<file path="src/rtl/core/method_descriptor_slot_counter_unit_assert.svh">
// assertion macros shared by the descriptor slot counter modules
// expects signals named clk and rst in the module that uses them
`ifndef METHOD_DESCRIPTOR_SLOT_COUNTER_UNIT_ASSERT_SVH
`define METHOD_DESCRIPTOR_SLOT_COUNTER_UNIT_ASSERT_SVH

// same-cycle implication, checked out of reset
`define MDSC_ASSERT_IMPL(label, ante, cons) \
  label: assert property (@(posedge clk) disable iff (rst) (ante) |-> (cons)) \
    else $error("mdsc assertion failed");

// next-cycle implication, checked out of reset
`define MDSC_ASSERT_NEXT(label, ante, cons) \
  label: assert property (@(posedge clk) disable iff (rst) (ante) |=> (cons)) \
    else $error("mdsc assertion failed");

`endif

</file>
<file path="src/rtl/core/mdsc_pkg.sv">
// types, codes and character constants for the method descriptor slot counter
// no dependencies
package mdsc_pkg;

  localparam int CharW  = 8;
  localparam int SlotW  = 9;
  localparam int OutW   = 8;
  localparam int StatW  = 2;

  localparam logic [CharW-1:0] CH_OPEN  = 8'h28; // (
  localparam logic [CharW-1:0] CH_CLOSE = 8'h29; // )
  localparam logic [CharW-1:0] CH_V     = 8'h56;
  localparam logic [CharW-1:0] CH_L     = 8'h4C;
  localparam logic [CharW-1:0] CH_ARRAY = 8'h5B; // [
  localparam logic [CharW-1:0] CH_J     = 8'h4A;
  localparam logic [CharW-1:0] CH_D     = 8'h44;
  localparam logic [CharW-1:0] CH_SEMI  = 8'h3B; // ;
  localparam logic [CharW-1:0] CH_B     = 8'h42;
  localparam logic [CharW-1:0] CH_C     = 8'h43;
  localparam logic [CharW-1:0] CH_F     = 8'h46;
  localparam logic [CharW-1:0] CH_I     = 8'h49;
  localparam logic [CharW-1:0] CH_S     = 8'h53;
  localparam logic [CharW-1:0] CH_Z     = 8'h5A;

  localparam logic [SlotW-1:0] SLOT_CAP = {SlotW{1'b1}};
  localparam logic [OutW-1:0]  OUT_MAX  = {OutW{1'b1}};

  typedef enum logic [2:0] {
    PH_OPEN   = 3'd0,
    PH_PARAMS = 3'd1,
    PH_PCLASS = 3'd2,
    PH_RET    = 3'd3,
    PH_RCLASS = 3'd4,
    PH_DONE   = 3'd5
  } phase_t;

  typedef enum logic [StatW-1:0] {
    ST_OK       = 2'd0,
    ST_SYNTAX   = 2'd1,
    ST_OVERFLOW = 2'd2
  } status_t;

  typedef struct packed {
    logic [CharW-1:0] char_code;
    logic             is_last;
    logic             is_static;
  } byte_t;

  typedef struct packed {
    status_t         status;
    logic [OutW-1:0] arg_slots;
  } result_t;

  function automatic logic is_base(input logic [CharW-1:0] c);
    return (c == CH_B) || (c == CH_C) || (c == CH_D) || (c == CH_F) ||
           (c == CH_I) || (c == CH_J) || (c == CH_S) || (c == CH_Z);
  endfunction

endpackage

</file>
<file path="src/rtl/core/mdsc_in_reg.sv">
// input register for descriptor bytes
// depends on mdsc_pkg
module mdsc_in_reg import mdsc_pkg::*; (
  input  logic  clk,
  input  logic  rst,
  input  logic  load,
  input  byte_t din,
  input  logic  drain,
  output logic  held,
  output byte_t dout
);

  always_ff @(posedge clk) begin
    if (rst) begin
      held <= 1'b0;
    end else if (load) begin
      held <= 1'b1;
    end else if (drain) begin
      held <= 1'b0;
    end
  end

  always_ff @(posedge clk) begin
    if (load) begin
      dout <= din;
    end
  end

endmodule

</file>
<file path="src/rtl/core/mdsc_parse.sv">
// descriptor parser: phase register, slot counter and result logic
// depends on mdsc_pkg and the assertion macro header
module mdsc_parse import mdsc_pkg::*; (
  input  logic    clk,
  input  logic    rst,
  input  logic    take,
  input  byte_t   din,
  output result_t res
);

`include "method_descriptor_slot_counter_unit_assert.svh"

  phase_t           parse_phase, parse_phase_next;
  logic             array_pending, array_pending_next;
  logic [SlotW-1:0] slot_total, slot_total_next;
  logic             syntax_bad, syntax_bad_next;

  phase_t           ph_upd;
  logic             ap_upd;
  logic             bad_upd;
  logic [1:0]       add_n;
  logic [SlotW:0]   slot_sum;
  logic [SlotW-1:0] slot_upd;
  logic             bad_final;
  logic [SlotW:0]   total;

  always_comb begin
    ph_upd  = parse_phase;
    ap_upd  = array_pending;
    bad_upd = syntax_bad;
    add_n   = 2'd0;
    if (!syntax_bad) begin
      unique case (parse_phase)
        PH_OPEN: begin
          if (din.char_code == CH_OPEN) ph_upd = PH_PARAMS;
          else bad_upd = 1'b1;
        end
        PH_PARAMS: begin
          priority if (din.char_code == CH_ARRAY) begin
            ap_upd = 1'b1;
          end else if (is_base(din.char_code)) begin
            // a bare long or double takes two slots
            add_n  = (!array_pending &&
                      (din.char_code == CH_J || din.char_code == CH_D)) ? 2'd2 : 2'd1;
            ap_upd = 1'b0;
          end else if (din.char_code == CH_L) begin
            ph_upd = PH_PCLASS;
          end else if (din.char_code == CH_CLOSE && !array_pending) begin
            ph_upd = PH_RET;
          end else begin
            bad_upd = 1'b1;
          end
        end
        PH_PCLASS: begin
          if (din.char_code == CH_SEMI) begin
            add_n  = 2'd1;
            ap_upd = 1'b0;
            ph_upd = PH_PARAMS;
          end
        end
        PH_RET: begin
          priority if (din.char_code == CH_ARRAY) begin
            ap_upd = 1'b1;
          end else if (is_base(din.char_code) ||
                       (din.char_code == CH_V && !array_pending)) begin
            ap_upd = 1'b0;
            ph_upd = PH_DONE;
          end else if (din.char_code == CH_L) begin
            ph_upd = PH_RCLASS;
          end else begin
            bad_upd = 1'b1;
          end
        end
        PH_RCLASS: begin
          if (din.char_code == CH_SEMI) begin
            ap_upd = 1'b0;
            ph_upd = PH_DONE;
          end
        end
        default: bad_upd = 1'b1; // trailing bytes after the return type
      endcase
    end

    slot_sum = {1'b0, slot_total} + {{(SlotW-1){1'b0}}, add_n};
    slot_upd = slot_sum[SlotW] ? SLOT_CAP : slot_sum[SlotW-1:0];

    // unfinished descriptor on the last byte
    bad_final = bad_upd || (ph_upd != PH_DONE);
    total     = {1'b0, slot_upd} + {{SlotW{1'b0}}, !din.is_static};

    priority if (bad_final) begin
      res.status    = ST_SYNTAX;
      res.arg_slots = '0;
    end else if (total > {{(SlotW+1-OutW){1'b0}}, OUT_MAX}) begin
      res.status    = ST_OVERFLOW;
      res.arg_slots = OUT_MAX;
    end else begin
      res.status    = ST_OK;
      res.arg_slots = total[OutW-1:0];
    end

    parse_phase_next   = parse_phase;
    array_pending_next = array_pending;
    slot_total_next    = slot_total;
    syntax_bad_next    = syntax_bad;
    if (take) begin
      if (din.is_last) begin
        parse_phase_next   = PH_OPEN;
        array_pending_next = 1'b0;
        slot_total_next    = '0;
        syntax_bad_next    = 1'b0;
      end else begin
        parse_phase_next   = ph_upd;
        array_pending_next = ap_upd;
        slot_total_next    = slot_upd;
        syntax_bad_next    = bad_upd;
      end
    end
  end

  always_ff @(posedge clk) begin
    if (rst) begin
      parse_phase   <= PH_OPEN;
      array_pending <= 1'b0;
      slot_total    <= '0;
      syntax_bad    <= 1'b0;
    end else begin
      parse_phase   <= parse_phase_next;
      array_pending <= array_pending_next;
      slot_total    <= slot_total_next;
      syntax_bad    <= syntax_bad_next;
    end
  end

  `MDSC_ASSERT_NEXT(a_clear_after_last, take && din.is_last,
    parse_phase == PH_OPEN && slot_total == '0 && !syntax_bad && !array_pending)
  `MDSC_ASSERT_NEXT(a_count_monotonic, !(take && din.is_last),
    slot_total >= $past(slot_total))
  `MDSC_ASSERT_IMPL(a_pending_phase, array_pending,
    parse_phase != PH_OPEN && parse_phase != PH_DONE)

endmodule

</file>
<file path="src/rtl/core/mdsc_out_reg.sv">
// result register holding one finished result until it is taken
// depends on mdsc_pkg
module mdsc_out_reg import mdsc_pkg::*; (
  input  logic    clk,
  input  logic    rst,
  input  logic    load,
  input  result_t din,
  input  logic    stall,
  output logic    valid,
  output result_t dout
);

  always_ff @(posedge clk) begin
    if (rst) begin
      valid <= 1'b0;
    end else if (load) begin
      valid <= 1'b1;
    end else if (!stall) begin
      valid <= 1'b0;
    end
  end

  always_ff @(posedge clk) begin
    if (load) begin
      dout <= din;
    end
  end

endmodule

</file>
<file path="src/rtl/core/method_descriptor_slot_counter_unit.sv">
// top level of the method descriptor argument slot counter
// depends on mdsc_pkg, mdsc_in_reg, mdsc_parse, mdsc_out_reg and the assertion header
//
// Takes a method descriptor one byte per item, checks its syntax and counts the
// argument slots a call needs (long and double take two, every other parameter
// one, plus one receiver slot unless is_static is set on the last byte). Only the
// item marked is_last gives a result: status 0 with the count, 1 for a syntax
// error (arg_slots 0), or 2 when the count passes 255 (arg_slots 255). The block
// takes one byte per clock while item_stall is low. An item goes into an input
// register, from which the parser takes it; a result is loaded into the result
// register when its last byte leaves the input register. Bytes that are not
// last always move on; a last byte waits in the input register only while the
// result register is full and stalled, and only then is item_stall raised.
module method_descriptor_slot_counter_unit import mdsc_pkg::*; (
  input  logic             clk,
  input  logic             rst,
  // byte channel
  input  logic             item_valid,
  output logic             item_stall,
  input  logic [CharW-1:0] char_code,
  input  logic             is_last,
  input  logic             is_static,
  // result channel
  output logic             result_valid,
  input  logic             result_stall,
  output logic [StatW-1:0] status,
  output logic [OutW-1:0]  arg_slots
);

`include "method_descriptor_slot_counter_unit_assert.svh"

  byte_t   in_byte;
  byte_t   held_byte;
  logic    held;
  logic    take;
  logic    accept;
  logic    res_load;
  result_t res_comb;
  result_t res_held;

  assign in_byte.char_code = char_code;
  assign in_byte.is_last   = is_last;
  assign in_byte.is_static = is_static;

  // a held byte moves on unless it needs the result slot and that slot is blocked
  assign take       = held && (!held_byte.is_last || !result_valid || !result_stall);
  assign item_stall = held && !take;
  assign accept     = item_valid && !item_stall;
  assign res_load   = take && held_byte.is_last;

  mdsc_in_reg u_in_reg (
    .clk   (clk),
    .rst   (rst),
    .load  (accept),
    .din   (in_byte),
    .drain (take),
    .held  (held),
    .dout  (held_byte)
  );

  mdsc_parse u_parse (
    .clk  (clk),
    .rst  (rst),
    .take (take),
    .din  (held_byte),
    .res  (res_comb)
  );

  mdsc_out_reg u_out_reg (
    .clk   (clk),
    .rst   (rst),
    .load  (res_load),
    .din   (res_comb),
    .stall (result_stall),
    .valid (result_valid),
    .dout  (res_held)
  );

  assign status    = res_held.status;
  assign arg_slots = res_held.arg_slots;

  `MDSC_ASSERT_IMPL(a_stall_only_on_last, item_stall,
    held && held_byte.is_last && result_valid)
  `MDSC_ASSERT_IMPL(a_syntax_zero, result_valid && res_held.status == ST_SYNTAX,
    res_held.arg_slots == '0)
  `MDSC_ASSERT_IMPL(a_overflow_max, result_valid && res_held.status == ST_OVERFLOW,
    res_held.arg_slots == OUT_MAX)
  `MDSC_ASSERT_NEXT(a_result_follows_last, res_load, result_valid)

endmodule
</file>
<file path="config.mk">
export PLATFORM = sky130hd
export DESIGN_NAME = method_descriptor_slot_counter_unit
export DESIGN_NICKNAME = d
export VERILOG_FILES = /design/src/rtl/core/mdsc_pkg.sv /design/src/rtl/core/mdsc_in_reg.sv /design/src/rtl/core/mdsc_parse.sv /design/src/rtl/core/mdsc_out_reg.sv /design/src/rtl/core/method_descriptor_slot_counter_unit.sv
export VERILOG_INCLUDE_DIRS = /design/src /design/src/rtl/core
export SDC_FILE = /design/constraint.sdc
export NUM_CORES = 1
export LEC_CHECK = 0
export BUFFER_PORTS_ARGS = -buffer_cell sky130_fd_sc_hd__buf_2
export CAP_MARGIN = 25
export CORE_MARGIN = 10
export CORE_UTILIZATION = 53
export CTS_CLUSTER_SIZE = 8
export DETAILED_ROUTE_END_ITERATION = 16
export PLACE_DENSITY = 0.76
export RECOVER_POWER = 100
export SYNTH_ARGS = -nofsm -noshare
export SYNTH_HDL_FRONTEND = slang
export SYNTH_SLANG_ARGS = --single-unit
</file>
<file path="constraint.sdc">
create_clock -name clk -period 4.3 [get_ports clk]
set_input_delay 1.075 -clock clk [delete_from_list [all_inputs] [get_ports clk]]
set_output_delay 1.075 -clock clk [all_outputs]
set_load 0.01 [all_outputs]
</file>
**Yosys cells after proc, flatten, opt, wreduce, memory -nomap -nowiden**

Index checks and enable logic that the tools add are counted.

- $add $sub $neg: 2
- Magnitude comparators: 1
- Equality and inequality tests: 24
- Mux-type cells: 45
- Reduce and logical (&&, ||, !) cells: 31

Operator list:

| cell | count |
|---|---|
| $eq A8 B7 Y1 const B | 11 |
| $mux W3 | 12 |
| $eq A8 B6 Y1 const B | 3 |
| $mux W1 | 22 |
| $mux W9 | 2 |
| $pmux W3 S5 | 1 |
| $logic_or A1 B1 Y1 | 12 |
| $add A9 B1 Y10 | 1 |
| $add A9 B2 Y10 | 1 |
| $gt A10 B8 Y1 const B | 1 |
| $mux W10 | 1 |
| $mux W2 | 4 |
| $ne A4 B2 Y1 const B | 2 |
| $logic_and A1 B1 Y1 | 7 |
| $logic_not A1 Y1 | 7 |
| $eq A3 B2 Y1 const B | 2 |
| $reduce_and A6 Y1 | 1 |
| $pmux W1 S4 | 1 |
| $pmux W2 S2 | 1 |
| $reduce_bool A4 Y1 | 1 |
| $eq A3 B1 Y1 const B | 1 |
| $eq A3 B3 Y1 const B | 1 |
| $logic_not A3 Y1 | 1 |
| $ne A3 B1 Y1 const B | 1 |
| 6 further kinds | 6 |

- Register bits after elaboration: 36
- Bits of input ports: 14
- Output and inout bits: 12
- Word-level logic and storage cells: 114

**Depth between registers and ports, before layout**

Gate-level depths: netlist of the first run.

- Depth in word-level cells: 17
- Depth in mapped cells: 20
- Depth with buffers taken out: 18

**Cells and area by module**

From an unflattened synthesis of the first run, not the netlist that was laid out.

- Cells, all modules: 262
- Area total of the unflattened synthesis: 2,362.3 um2

By module, submodules not included:

| module | times used | cells an instance | area each (um2) | sequential area each (um2) |
|---|---|---|---|---|
| mdsc_parse | 1 | 229 | 1,655.3 | 280.3 |
| mdsc_in_reg | 1 | 14 | 339.1 | 320.3 |
| mdsc_out_reg | 1 | 13 | 329.1 | 320.3 |
| method_descriptor_slot_counter_unit | 1 | 6 | 38.8 | 0.0 |

**Least setup slack after synthesis of the first run**

No wires, ideal clock.

- Path type: reg2reg
- From: register u_in_reg.dout[6] in the netlist's numbering
- To: register u_out_reg.dout[0] in the netlist's numbering (data pin)
- Setup time: 0.146 ns
- Arrival time: 3.959 ns
- Required time: 4.154 ns
- Setup slack: 0.195 ns
- Stages on the path, launching flop included: 18
- Buffers on the path: 1
- Period minus slack after synthesis: 4.105 ns
- Path through: edfxtp_1 > nor4b_1 > o21ai_0 > o31ai_1 > nand2_1 > nor3_1 > ha_1 > a21oi_1 > or3_1 > buf_6 > or2b_1 > ha_1 > ha_1 > inv_1 > a311oi_4 > o211ai_4 > mux2_4 > a21oi_2

- Cells in the longest elaborated chain, start to end: 17
- Elaborated cells on any way between the ends: 61
- Those cells by class: add/sub (2); order compare (1); eq/ne (15); mux (30); reduce/logical (13)

RTL lines:

| what | RTL line | RTL |
|---|---|---|
| from (decl) | mdsc_in_reg.sv:10 | `output byte_t dout` |
| from (signal assigned) | mdsc_in_reg.sv:25 | `dout <= din;` |
| $eq A8 B7 Y1 | mdsc_pkg.sv:55 | `return (c == CH_B) \|\| (c == CH_C) \|\| (c == CH_D) \|\| (c == CH_F) \|\|` |
| $logic_or A1 B1 Y1 (4 in a row) | mdsc_pkg.sv:55 |  |
| $logic_or A1 B1 Y1 (3 in a row) | mdsc_pkg.sv:56 | `(c == CH_I) \|\| (c == CH_J) \|\| (c == CH_S) \|\| (c == CH_Z);` |
| $mux W2 | mdsc_parse.sv:41 | `end else if (is_base(din.char_code)) begin` |
| $mux W2 | mdsc_parse.sv:39 | `priority if (din.char_code == CH_ARRAY) begin` |
| $pmux W2 S2 | mdsc_parse.sv:33 | `unique case (parse_phase)` |
| $mux W2 | mdsc_parse.sv:32 | `if (!syntax_bad) begin` |
| $add A9 B2 Y10 | mdsc_parse.sv:84 | `slot_sum = {1'b0, slot_total} + {{(SlotW-1){1'b0}}, add_n};` |
| $mux W9 | mdsc_parse.sv:85 | `slot_upd = slot_sum[SlotW] ? SLOT_CAP : slot_sum[SlotW-1:0];` |
| $add A9 B1 Y10 | mdsc_parse.sv:89 | `total = {1'b0, slot_upd} + {{SlotW{1'b0}}, !din.is_static};` |
| $gt A10 B8 Y1 | mdsc_parse.sv:94 | `end else if (total > {{(SlotW+1-OutW){1'b0}}, OUT_MAX}) begin` |
| $mux W10 | mdsc_parse.sv:94 |  |
| to (signal assigned) | mdsc_out_reg.sv:25 | `dout <= din;` |
| to (decl) | mdsc_out_reg.sv:10 | `output result_t dout` |

Parallel ways exist; a longest one is shown, timed or not.
A chain may end at the register's enable or synchronous reset.

**Worst setup path in the final report of the first run**

- From: register u_in_reg.dout[4] in the netlist's numbering
- To: register u_out_reg.dout[4] in the netlist's numbering (data pin)

The elaborated chain is that of the path after synthesis.

==> flow_summary.json, run 1 <==
{
  "rr_endpoint": "u_out_reg.dout[4]$_SDFFCE_PP0P_",
  "grt_start_max_net_pins": 20,
  "ir_drop_mv": 0.235,
  "routedWlPerCell_um": 16.0,
  "crit_family": "simple AND/OR/NAND/NOR gates",
  "final_nets": 326,
  "synth_ff_type": "edfxtp_1",
  "start_kind": "register",
  "tritoncts": "done",
  "drt_wl_total_mm": 5.73,
  "clkLatencyLatePin_ns": 0.29,
  "yosys_register_bits": 36,
  "report.power.total_uw": 674,
  "root_buffer": "clkbuf_8",
  "area_delta_synth_final_pct": 10.0,
  "setup-violations-final": 0,
  "cts_buffers": 5,
  "grt_use_total": 0.148,
  "post-route-period-util": 0.938,
  "cp.arrival_ns": 4.04,
  "yosysWarnings": 0,
  "min-delay-start": "u_parse.slot_total[0]$_SDFFE_PP0P_",
  "fmax_mhz": 248,
  "cpMostUsedCell": "ha_1",
  "slew_headroom": 0.383,
  "status": "finished, final reports clean",
  "endpoint_kind": "register",
  "ys_types": 64,
  "cts_max_level": 2,
  "leakage_nw": 0.987,
  "num_rows": 24,
  "synth_fp_nets": 297,
  "wl_met2_mm": 2.54,
  "initial_utilization": 0.561,
  "hold_violations": 0,
  "regToRegStartpoint": "u_in_reg.dout[4]$_DFFE_PP_",
  "r2r_cells": 17,
  "placed_area_um2": 2620,
  "die_x_um": 88.6,
  "drt_iter0_markers": 202,
  "core_area_um2": 4440,
  "yosysSeqAreaShare": 0.370,
  "num_antenna_cells": 0,
  "worstPathRequired_ns": 4.31,
  "async_reset_ff_frac": 0,
  "synth_edf_count": 20,
  "crit_type": "reg -> reg",
  "vias_per_cell": 6.21,
  "routed.top_layer": "met4",
  "avgSynthCellArea_um2": 8.96,
  "first_pass_iters": 4,
  "drive_above_1_share": 0.169,
  "crit_fanout": 8,
  "syn_area_um2": 2490,
  "dpl.hpwl_mm": 4.14,
  "wl_met3_um": 409,
  "ff2ff_setup_slack_ns": 0.27,
  "clock-sinks": 36,
  "io_pins": 26,
  "grt_pass1_vias": 1999,
  "p_per_area_nw_per_um2": 246,
  "max-clock-path-buffers": 2,
  "min_to": "u_parse.slot_total[0]$_SDFFE_PP0P_",
  "drc": 0,
  "synthCells": 278,
  "die_h_um": 88.6,
  "layout_common_cells": "nor2_1, nand2_1, edfxtp_1",
  "port_buffers": 25,
  "drtAntennaViolNets": 0,
  "routabilityCongestion": 0.919,
  "final_common_cell": "nor2_1",
  "die_area_um2": 7840,
  "slowest_delay_ns": 0.40,
  "path_clk_slew_ns": 0.08,
  "drt-met1-wl_mm": 2.72,
  "finalCriticalPeriod_ns": 4.03,
  "maxCapViolations": 0,
  "hold_depth": 2,
  "overflow": 0,
  "critPathSlowestCell": "edfxtp_1",
  "grt_pass1_wl_mm": 9.46,
  "hp-class": "reg -> reg",
  "fin_area_um2": 2740,
  "crit_buf_inv": 2,
  "postCtsHoldBufs": 0,
  "via_count": 2231,
  "crit_path_cell_trace": "buf_4 > nor2b_2 > nand4_1 > and3_1 > nand2_1 > nor3_1 > ha_1 > a21oi_1 > or3_1 > or2b_1 > ha_1 > ha_1 > inv_1 > a311oi_4 > o211ai_1 > mux2_2 > a21oi_2",
  "worstMarginPinSlew_ns": 0.921,
  "final.setup_skew_ns": 0.00409,
  "slew_viol_final": 0,
  "antenna_found_initial": 0
}
## Yosys cell counts, drive strengths merged (4+ instances only)
master / number / area, um2
a21o: 4 / 30.0
nand2b: 5 / 31.3
mux2i: 4 / 40.0
inv: 9 / 33.8
and2: 4 / 25.0
nor3: 11 / 55.1
nor2: 33 / 124
clkbuf: 14 / 92.6
nor3b: 4 / 30.0
nor2b: 4 / 25.0
o41ai: 4 / 35.0
nand3: 10 / 50.1
ha: 4 / 50.1
a22oi: 4 / 30.0
a21oi: 24 / 139
nand4: 4 / 40.0
dfxtp: 16 / 320
edfxtp: 20 / 601
nand3b: 4 / 30.0
nand2: 23 / 86.3
o21ai: 12 / 60.1
## worst register-to-register path, cell delays in order (launching register included)
cell and delay (ns):
edfxtp_1 0.40, buf_4 0.19, nor2b_2 0.20, nand4_1 0.24, and3_1 0.27, nand2_1 0.09, nor3_1 0.06, ha_1 0.30
a21oi_1 0.08, or3_1 0.34, or2b_1 0.19, ha_1 0.19, ha_1 0.21, inv_1 0.10, a311oi_4 0.29, o211ai_1 0.20
mux2_2 0.36, a21oi_2 0.07
## registers in the layout, indices dropped and copies added (netlist names)
name                   flops
u_in_reg.dout             10
u_out_reg.dout            10
u_parse.slot_total         9
u_parse.parse_phase        3
u_in_reg.held              1
u_out_reg.valid            1
u_parse.array_pending      1
u_parse.syntax_bad         1
## stage by stage
| step | instances | utilization | worst slack, ns | TNS [ns] | hold slack [ns] |
|---|---|---|---|---|---|
| after global routing | 359 | 0.617 | -0.0296 | -0.130 | 0.482 |
| after CTS | 352 | 0.607 | 0.0220 | 0 | 0.465 |
| after detailed placement | 345 | 0.588 | 0.0650 | 0 | 0.455 |
| after global placement | 345 | 0.588 | 0.219 | 0 | 0.446 |
| after floorplan | 278 | - | 0.195 | 0 | 0.430 |
| final | 359 | 0.617 | 0.267 | 0 | 0.470 |
## metal layers
| metal | vias up | track usage |
|---|---|---|
| met5 | - | 0 |
| met4 | 0 | 0.0352 |
| met3 | 6 | 0.0377 |
| met2 | 78 | 0.228 |
| met1 | 1052 | 0.203 |
| li1 | 1095 | - |
## cell families (layout without fill, tap and decap cells)
group           after synthesis  after routing  share of synthesized area
flops                        36             36                      0.370
mux                           7              7                     0.0311
fa+ha+maj                     6              6                     0.0321
xor+xnor                      4              4                     0.0141
compound gates               78             78                      0.234
buf+inv                      25             54                     0.0583
simple gates                122            122                      0.261
## how the worst max path moves through the flow
stage / startpoint / slack (ns) / to / depth (start not counted)
global route: u_in_reg.dout[9]$_DFFE_PP_ / -0.03 / u_out_reg.dout[1]$_SDFFCE_PP0P_ / 16
detailed placement: u_in_reg.dout[2]$_DFFE_PP_ / 0.06 / u_out_reg.dout[4]$_SDFFCE_PP0P_ / 18
global placement: u_in_reg.dout[6]$_DFFE_PP_ / 0.22 / u_out_reg.dout[4]$_SDFFCE_PP0P_ / 17
finish: u_in_reg.dout[4]$_DFFE_PP_ / 0.27 / u_out_reg.dout[4]$_SDFFCE_PP0P_ / 17
CTS: u_in_reg.dout[2]$_DFFE_PP_ / 0.02 / u_out_reg.dout[4]$_SDFFCE_PP0P_ / 18
floorplan: u_in_reg.dout[6]$_DFFE_PP_ / 0.19 / u_out_reg.dout[0]$_SDFFCE_PP0P_ / 17
## final cells by class
type                       count  area, um2
sequential                    36        921
inverter                       9       33.8
fill                         407       1700
timing repair buffer          38        203
clock inverter                 2       12.5
multi-input combinational    217       1440
tap                           52       65.1
clock buffer                   5       68.8
## timing repair
item,CTS,global route
setup buffers,0,7
gates resized for setup,0,8
setup endpoints to repair,0,9
## where the power goes
group          internal (mW)  switching [mW]  total, mW  leakage, nW
Combinational         0.0230          0.0311     0.0541        0.637
Clock                  0.110           0.125      0.235       0.0400
Sequential             0.373          0.0123      0.385        0.310
Note: power is estimated with default switching activity, not from simulation.
==> inputs of run 2 (changes only) <==
- REMOVE_ABC_BUFFERS: unset -> 1
==> run 2 against run 1 <==
Critical endpoint unchanged. Sequential share of layout area up 0.12 points. Worst hold slack lost 0.0087 ns. Largest power group unchanged. Critical path type unchanged. Maximum frequency up 1.4%. Worst setup slack better by 0.055 ns.
==> flow_summary.json, run 2 (synthesis results as in run 1) <==
{
  "status": "finished, final reports clean",
  "finalCriticalPeriod_ns": 3.98,
  "num_antenna_cells": 0,
  "via_count": 2151,
  "layout_common_cells": "nor2_1, nand2_1, edfxtp_1",
  "fmax_mhz": 251,
  "ff2ff_setup_slack_ns": 0.32,
  "setup_tns_ns": 0,
  "drtAntennaViolNets": 0,
  "grt_pass1_wl_mm": 9.54,
  "path_clk_slew_ns": 0.08,
  "postCtsHoldBufs": 0,
  "setup-violations-final": 0,
  "drive_above_1_share": 0.158,
  "maxCapViolations": 0,
  "post-route-period-util": 0.925,
  "min-delay-start": "u_parse.slot_total[0]$_SDFFE_PP0P_",
  "fin_area_um2": 2730,
  "r2r_cells": 17,
  "tritoncts": "done",
  "slew_viol_final": 0,
  "reg_top3": "u_in_reg.dout x10, u_out_reg.dout x10, u_parse.slot_total x9",
  "report.power.total_uw": 676,
  "max-clock-path-buffers": 2,
  "slew_headroom": 0.450,
  "hold_depth": 2,
  "final.setup_skew_ns": 0.00716,
  "drt_wl_total_mm": 5.56,
  "num_rows": 24,
  "endpoint_kind": "register",
  "grt_pass1_vias": 1980,
  "worstPathRequired_ns": 4.45,
  "dpl.hpwl_mm": 3.98,
  "core_area_um2": 4440,
  "p_per_area_nw_per_um2": 247,
  "drt_iter0_markers": 210,
  "routabilityCongestion": 0.917,
  "overflow": 0,
  "crit_type": "reg -> reg",
  "hold_violations": 0,
  "clock-sinks": 36,
  "rr_endpoint": "u_out_reg.dout[4]$_SDFFCE_PP0P_",
  "worst_slack_ns": 0.322,
  "fillCellCount": 415,
  "cts_buffers": 5,
  "final_common_cell": "nor2_1",
  "area_delta_synth_final_pct": 9.64,
  "drc": 0,
  "initial_utilization": 0.561,
  "clkLatencyLatePin_ns": 0.29,
  "worstMarginPinSlew_ns": 0.824,
  "root_buffer": "clkbuf_8",
  "final_nets": 322,
  "io_pins": 26,
  "hp-class": "reg -> reg",
  "first_pass_iters": 5,
  "antenna_found_initial": 0,
  "grt_start_max_net_pins": 20,
  "grt_use_total": 0.151,
  "crit_fanout": 4,
  "min_to": "u_parse.slot_total[0]$_SDFFE_PP0P_",
  "vias_per_cell": 6.06,
  "leakage_nw": 0.971,
  "routedWlPerCell_um": 15.7,
  "placed_area_um2": 2610,
  "pre_cts_slack_ns": 0.148,
  "regToRegStartpoint": "u_in_reg.dout[7]$_DFFE_PP_",
  "port_buffers": 25,
  "start_kind": "register",
  "ir_drop_mv": 0.189,
  "die_x_um": 88.6,
  "die_area_um2": 7840,
  "die_h_um": 88.6,
  "cts_max_level": 2,
  "cp.arrival_ns": 4.13
}
[run 2: final cells by class]
type | count | area, um2 | share of cell area
Clock buffer | 5 | 68.8 | 0.0252
Clock inverter | 2 | 12.5 | 0.00458
Inverter | 9 | 33.8 | 0.0124
Multi-Input combinational cell | 217 | 1460 | 0.536
Sequential cell | 36 | 921 | 0.337
Tap cell | 52 | 65.1 | 0.0238
Timing Repair Buffer | 34 | 168 | 0.0614
[run 2: critical path, stage by stage, from the launching register on]
cell      delay (ns)
edfxtp_1        0.45
nor3b_2         0.28
nand4_1         0.23
and3_1          0.27
nand2_1         0.08
nor3_1          0.05
ha_1            0.30
a21oi_1         0.08
or3_1           0.32
or2b_1          0.20
ha_1            0.20
ha_1            0.21
inv_1           0.10
nor2_1          0.10
o22ai_1         0.09
or4_1           0.48
a31o_2          0.27
a21oi_2         0.12
[run 2: routing by layer]
metal | GRT usage | vias to the layer above | wire [um]
met1 | 0.216 | 985 | 2790
met4 | 0.0499 | 0 | 92
met5 | 0 | - | 0
met3 | 0.0313 | 8 | 346
met2 | 0.220 | 62 | 2330
li1 | - | 1096 | -
[run 2: timing repair]
item,in CTS,in global routing
gates resized for setup,0,9
setup endpoints to repair,0,9
buffers inserted,0,4
endpoints found under the hold margin,0,0
[run 2: worst max-delay path by stage]
stage | slack (ns) | to | cells after the start | startpoint
6_report | 0.32 | u_out_reg.dout[4]$_SDFFCE_PP0P_ | 17 | u_in_reg.dout[7]$_DFFE_PP_
5_1_grt | -0.02 | u_out_reg.dout[4]$_SDFFCE_PP0P_ | 18 | u_in_reg.dout[3]$_DFFE_PP_
4_1_cts | 0.01 | u_out_reg.dout[4]$_SDFFCE_PP0P_ | 17 | u_in_reg.dout[6]$_DFFE_PP_
3_5_place_dp | 0.15 | u_out_reg.dout[4]$_SDFFCE_PP0P_ | 17 | u_in_reg.dout[6]$_DFFE_PP_
3_3_place_gp | 0.26 | u_out_reg.dout[4]$_SDFFCE_PP0P_ | 17 | u_in_reg.dout[6]$_DFFE_PP_
2_1_floorplan | 0.14 | u_out_reg.dout[0]$_SDFFCE_PP0P_ | 16 | u_in_reg.dout[6]$_DFFE_PP_
[run 2: per-stage QoR]
step	utilization	std cells	hold slack (ns)
2_1_floorplan	-	262	0.430
3_3_place_gp	0.587	344	0.450
3_5_place_dp	0.587	344	0.453
4_1_cts	0.605	351	0.463
5_1_grt	0.615	355	0.502
6_report	0.615	355	0.461
[run 2: report_power, final]
part | internal, mW | switching (mW) | leakage [nW] | total (mW)
clock network | 0.110 | 0.129 | 0.0400 | 0.239
registers | 0.373 | 0.0127 | 0.310 | 0.386
logic | 0.0213 | 0.0298 | 0.621 | 0.0511
total | 0.504 | 0.172 | 0.971 | 0.676
==> inputs of run 3 (changes only) <==
- clock period: 4.3 -> 3.3 ns (I/O delays scaled with it)
==> run 3 against run 2 <==
Worst setup slack got worse by 0.87 ns. The flow now finishes with violations (setup timing). Wire length increased by 48%. Sequential power increased by 29%.
==> flow_summary.json, run 3 (synthesis results as in run 1) <==
{
  "status": "complete, but fails checks",
  "violations": "setup timing",
  "maxCapViolations": 0,
  "drive_above_1_share": 0.390,
  "drt_iter0_markers": 447,
  "drt_wl_total_mm": 8.20,
  "crit_buf_inv": 2,
  "drc": 0,
  "routed.top_layer": "met4",
  "die_area_um2": 7840,
  "worstMarginPinSlew_ns": 0.793,
  "fmax_mhz": 260,
  "switchingPower_uw": 251,
  "r2r_cells": 19,
  "via_count": 2741,
  "hold_violations": 0,
  "endpoint_kind": "register",
  "crit_family": "simple AND/OR/NAND/NOR gates",
  "p_per_area_nw_per_um2": 278,
  "layout.cells.non_filler": 416,
  "slew_headroom": 0.470,
  "report.power.total_uw": 950,
  "combPwrFrac": 0.106,
  "slew_viol_final": 0,
  "antenna_found_initial": 0,
  "hp-class": "reg -> reg",
  "clkPwrFrac": 0.370,
  "critPathSlowestCell": "edfxtp_1",
  "num_antenna_cells": 0,
  "leakage_nw": 1.29,
  "max-clock-path-buffers": 2,
  "clkLatencyLatePin_ns": 0.30,
  "final_nets": 382,
  "post-route-period-util": 1.17,
  "fillCellCount": 280,
  "worst_slack_ns": -0.547,
  "routedWlPerCell_um": 19.7,
  "first_pass_iters": 6,
  "path_clk_slew_ns": 0.08,
  "min-delay-start": "u_parse.slot_total[0]$_SDFFE_PP0P_",
  "num_rows": 24,
  "cp.arrival_ns": 4.00,
  "cts_buffers": 5,
  "routabilityCongestion": 0.936,
  "dpl.hpwl_mm": 4.65,
  "finalCriticalPeriod_ns": 3.85,
  "die_h_um": 88.6,
  "internal_power_uw": 699,
  "start_kind": "register",
  "slowest_delay_ns": 0.43,
  "grt_use_total": 0.188,
  "final.setup_skew_ns": 0.00751,
  "overflow": 0,
  "worstPathRequired_ns": 3.45,
  "place_inst": 378,
  "root_buffer": "clkbuf_8",
  "pre_cts_slack_ns": -0.576,
  "setup-violations-final": 10,
  "ir_drop_mv": 0.296,
  "io_pins": 26,
  "port_buffers": 25,
  "critPathLaunch": "u_in_reg.dout[5]$_DFFE_PP_",
  "rsz0062_at_grt": "true",
  "vias_per_cell": 6.59,
  "core_area_um2": 4440,
  "grt_pass1_vias": 2448,
  "wl_met3_um": 814,
  "crit_path_cell_trace": "nor2b_1 > buf_4 > nand2_1 > o21ai_0 > nand3_1 > a32oi_1 > nor2_1 > ha_2 > a21oi_2 > or3_4 > or2b_1 > ha_4 > ha_4 > inv_4 > nor2_2 > o22ai_1 > or4_1 > a31o_2 > a21oi_2",
  "cts_max_level": 2,
  "die_x_um": 88.6,
  "reg_top3": "u_in_reg.dout x10, u_out_reg.dout x10, u_parse.slot_total x9",
  "initial_utilization": 0.561,
  "path_depth": 19,
  "final_common_cell": "buf_4",
  "setup_tns_ns": -4.58,
  "area_delta_synth_final_pct": 37.2,
  "tritoncts": "done",
  "drtAntennaViolNets": 0,
  "crit_type": "reg -> reg",
  "clock-sinks": 36,
  "crit_fanout": 5,
  "hold_depth": 2,
  "swShare": 0.264,
  "layout_common_cells": "buf_4, nor2_1, edfxtp_1",
  "sequentialPowerShare": 0.524,
  "grt_pass1_wl_mm": 11.9,
  "regToRegStartpoint": "u_in_reg.dout[5]$_DFFE_PP_",
  "wl_met2_mm": 3.81,
  "grt_start_max_net_pins": 17,
  "drt-met1-wl_mm": 3.24
}
[run 3: cell types whose count changed in the layout (fill, tap and decap cells not counted), sizes merged]
cell / change
clkinv: -1
clkbuf: -2
clkinvlp: +1
buf: +63
[run 3: cell type report]
| class | instances | area [um2] | share of cell area |
|---|---|---|---|
| clock buffers | 6 | 82.6 | 0.0242 |
| clock inverters | 2 | 15.0 | 0.00439 |
| multi-input cells | 217 | 1640 | 0.480 |
| inverters | 9 | 36.3 | 0.0106 |
| repair buffers | 94 | 657 | 0.192 |
| flip-flops and latches | 36 | 921 | 0.269 |
| well taps | 52 | 65.1 | 0.0190 |
[run 3: power by group through the flow]
stage / combinational (mW) / sequential [mW] / clock [mW]
floorplan: 0.0335 / 0.510 / 0
global route: 0.109 / 0.499 / 0.368
detailed placement: 0.0814 / 0.506 / 0
finish: 0.101 / 0.497 / 0.352
global placement: 0.0800 / 0.505 / 0
CTS: 0.0886 / 0.496 / 0.349
[run 3: metal layers]
metal / vias up / global-route usage
met4: 0 / 0.0808
met3: 43 / 0.0386
met2: 189 / 0.302
met1: 1301 / 0.240
li1: 1208 / -
met5: - / 0
[run 3: worst paths after layout]
path	endpoint	slack [ns]
max	u_out_reg.dout[4]$_SDFFCE_PP0P_	-0.55
min reg2reg	u_parse.slot_total[0]$_SDFFE_PP0P_	0.48
max reg2reg	u_out_reg.dout[4]$_SDFFCE_PP0P_	-0.55
min	u_parse.slot_total[0]$_SDFFE_PP0P_	0.48
[run 3: repair_timing]
| action | 4_1_cts | 5_1_grt |
|---|---|---|
| pin swaps | 29 | 25 |
| buffers inserted | 27 | 9 |
| resized for setup | 27 | 34 |
| endpoints found under the setup margin | 10 | 16 |
| hold buffers | 0 | 0 |
[run 3: worst reg2reg max path, cell delays in order, from the launching register on]
cell	delay, ns
edfxtp_1	0.43
nor2b_1	0.18
buf_4	0.16
nand2_1	0.10
o21ai_0	0.13
nand3_1	0.20
a32oi_1	0.14
nor2_1	0.12
ha_2	0.22
a21oi_2	0.09
or3_4	0.33
or2b_1	0.24
ha_4	0.17
ha_4	0.15
inv_4	0.05
nor2_2	0.13
o22ai_1	0.10
or4_1	0.41
a31o_2	0.22
a21oi_2	0.12
[run 3: through the flow]
step	util	hold WS, ns	cell area [um2]
final	0.769	0.481	3420
after global placement	0.644	0.449	2860
after global routing	0.769	0.515	3420
after floorplan	-	0.430	2380
after CTS	0.733	0.485	3260
after detailed placement	0.644	0.473	2860
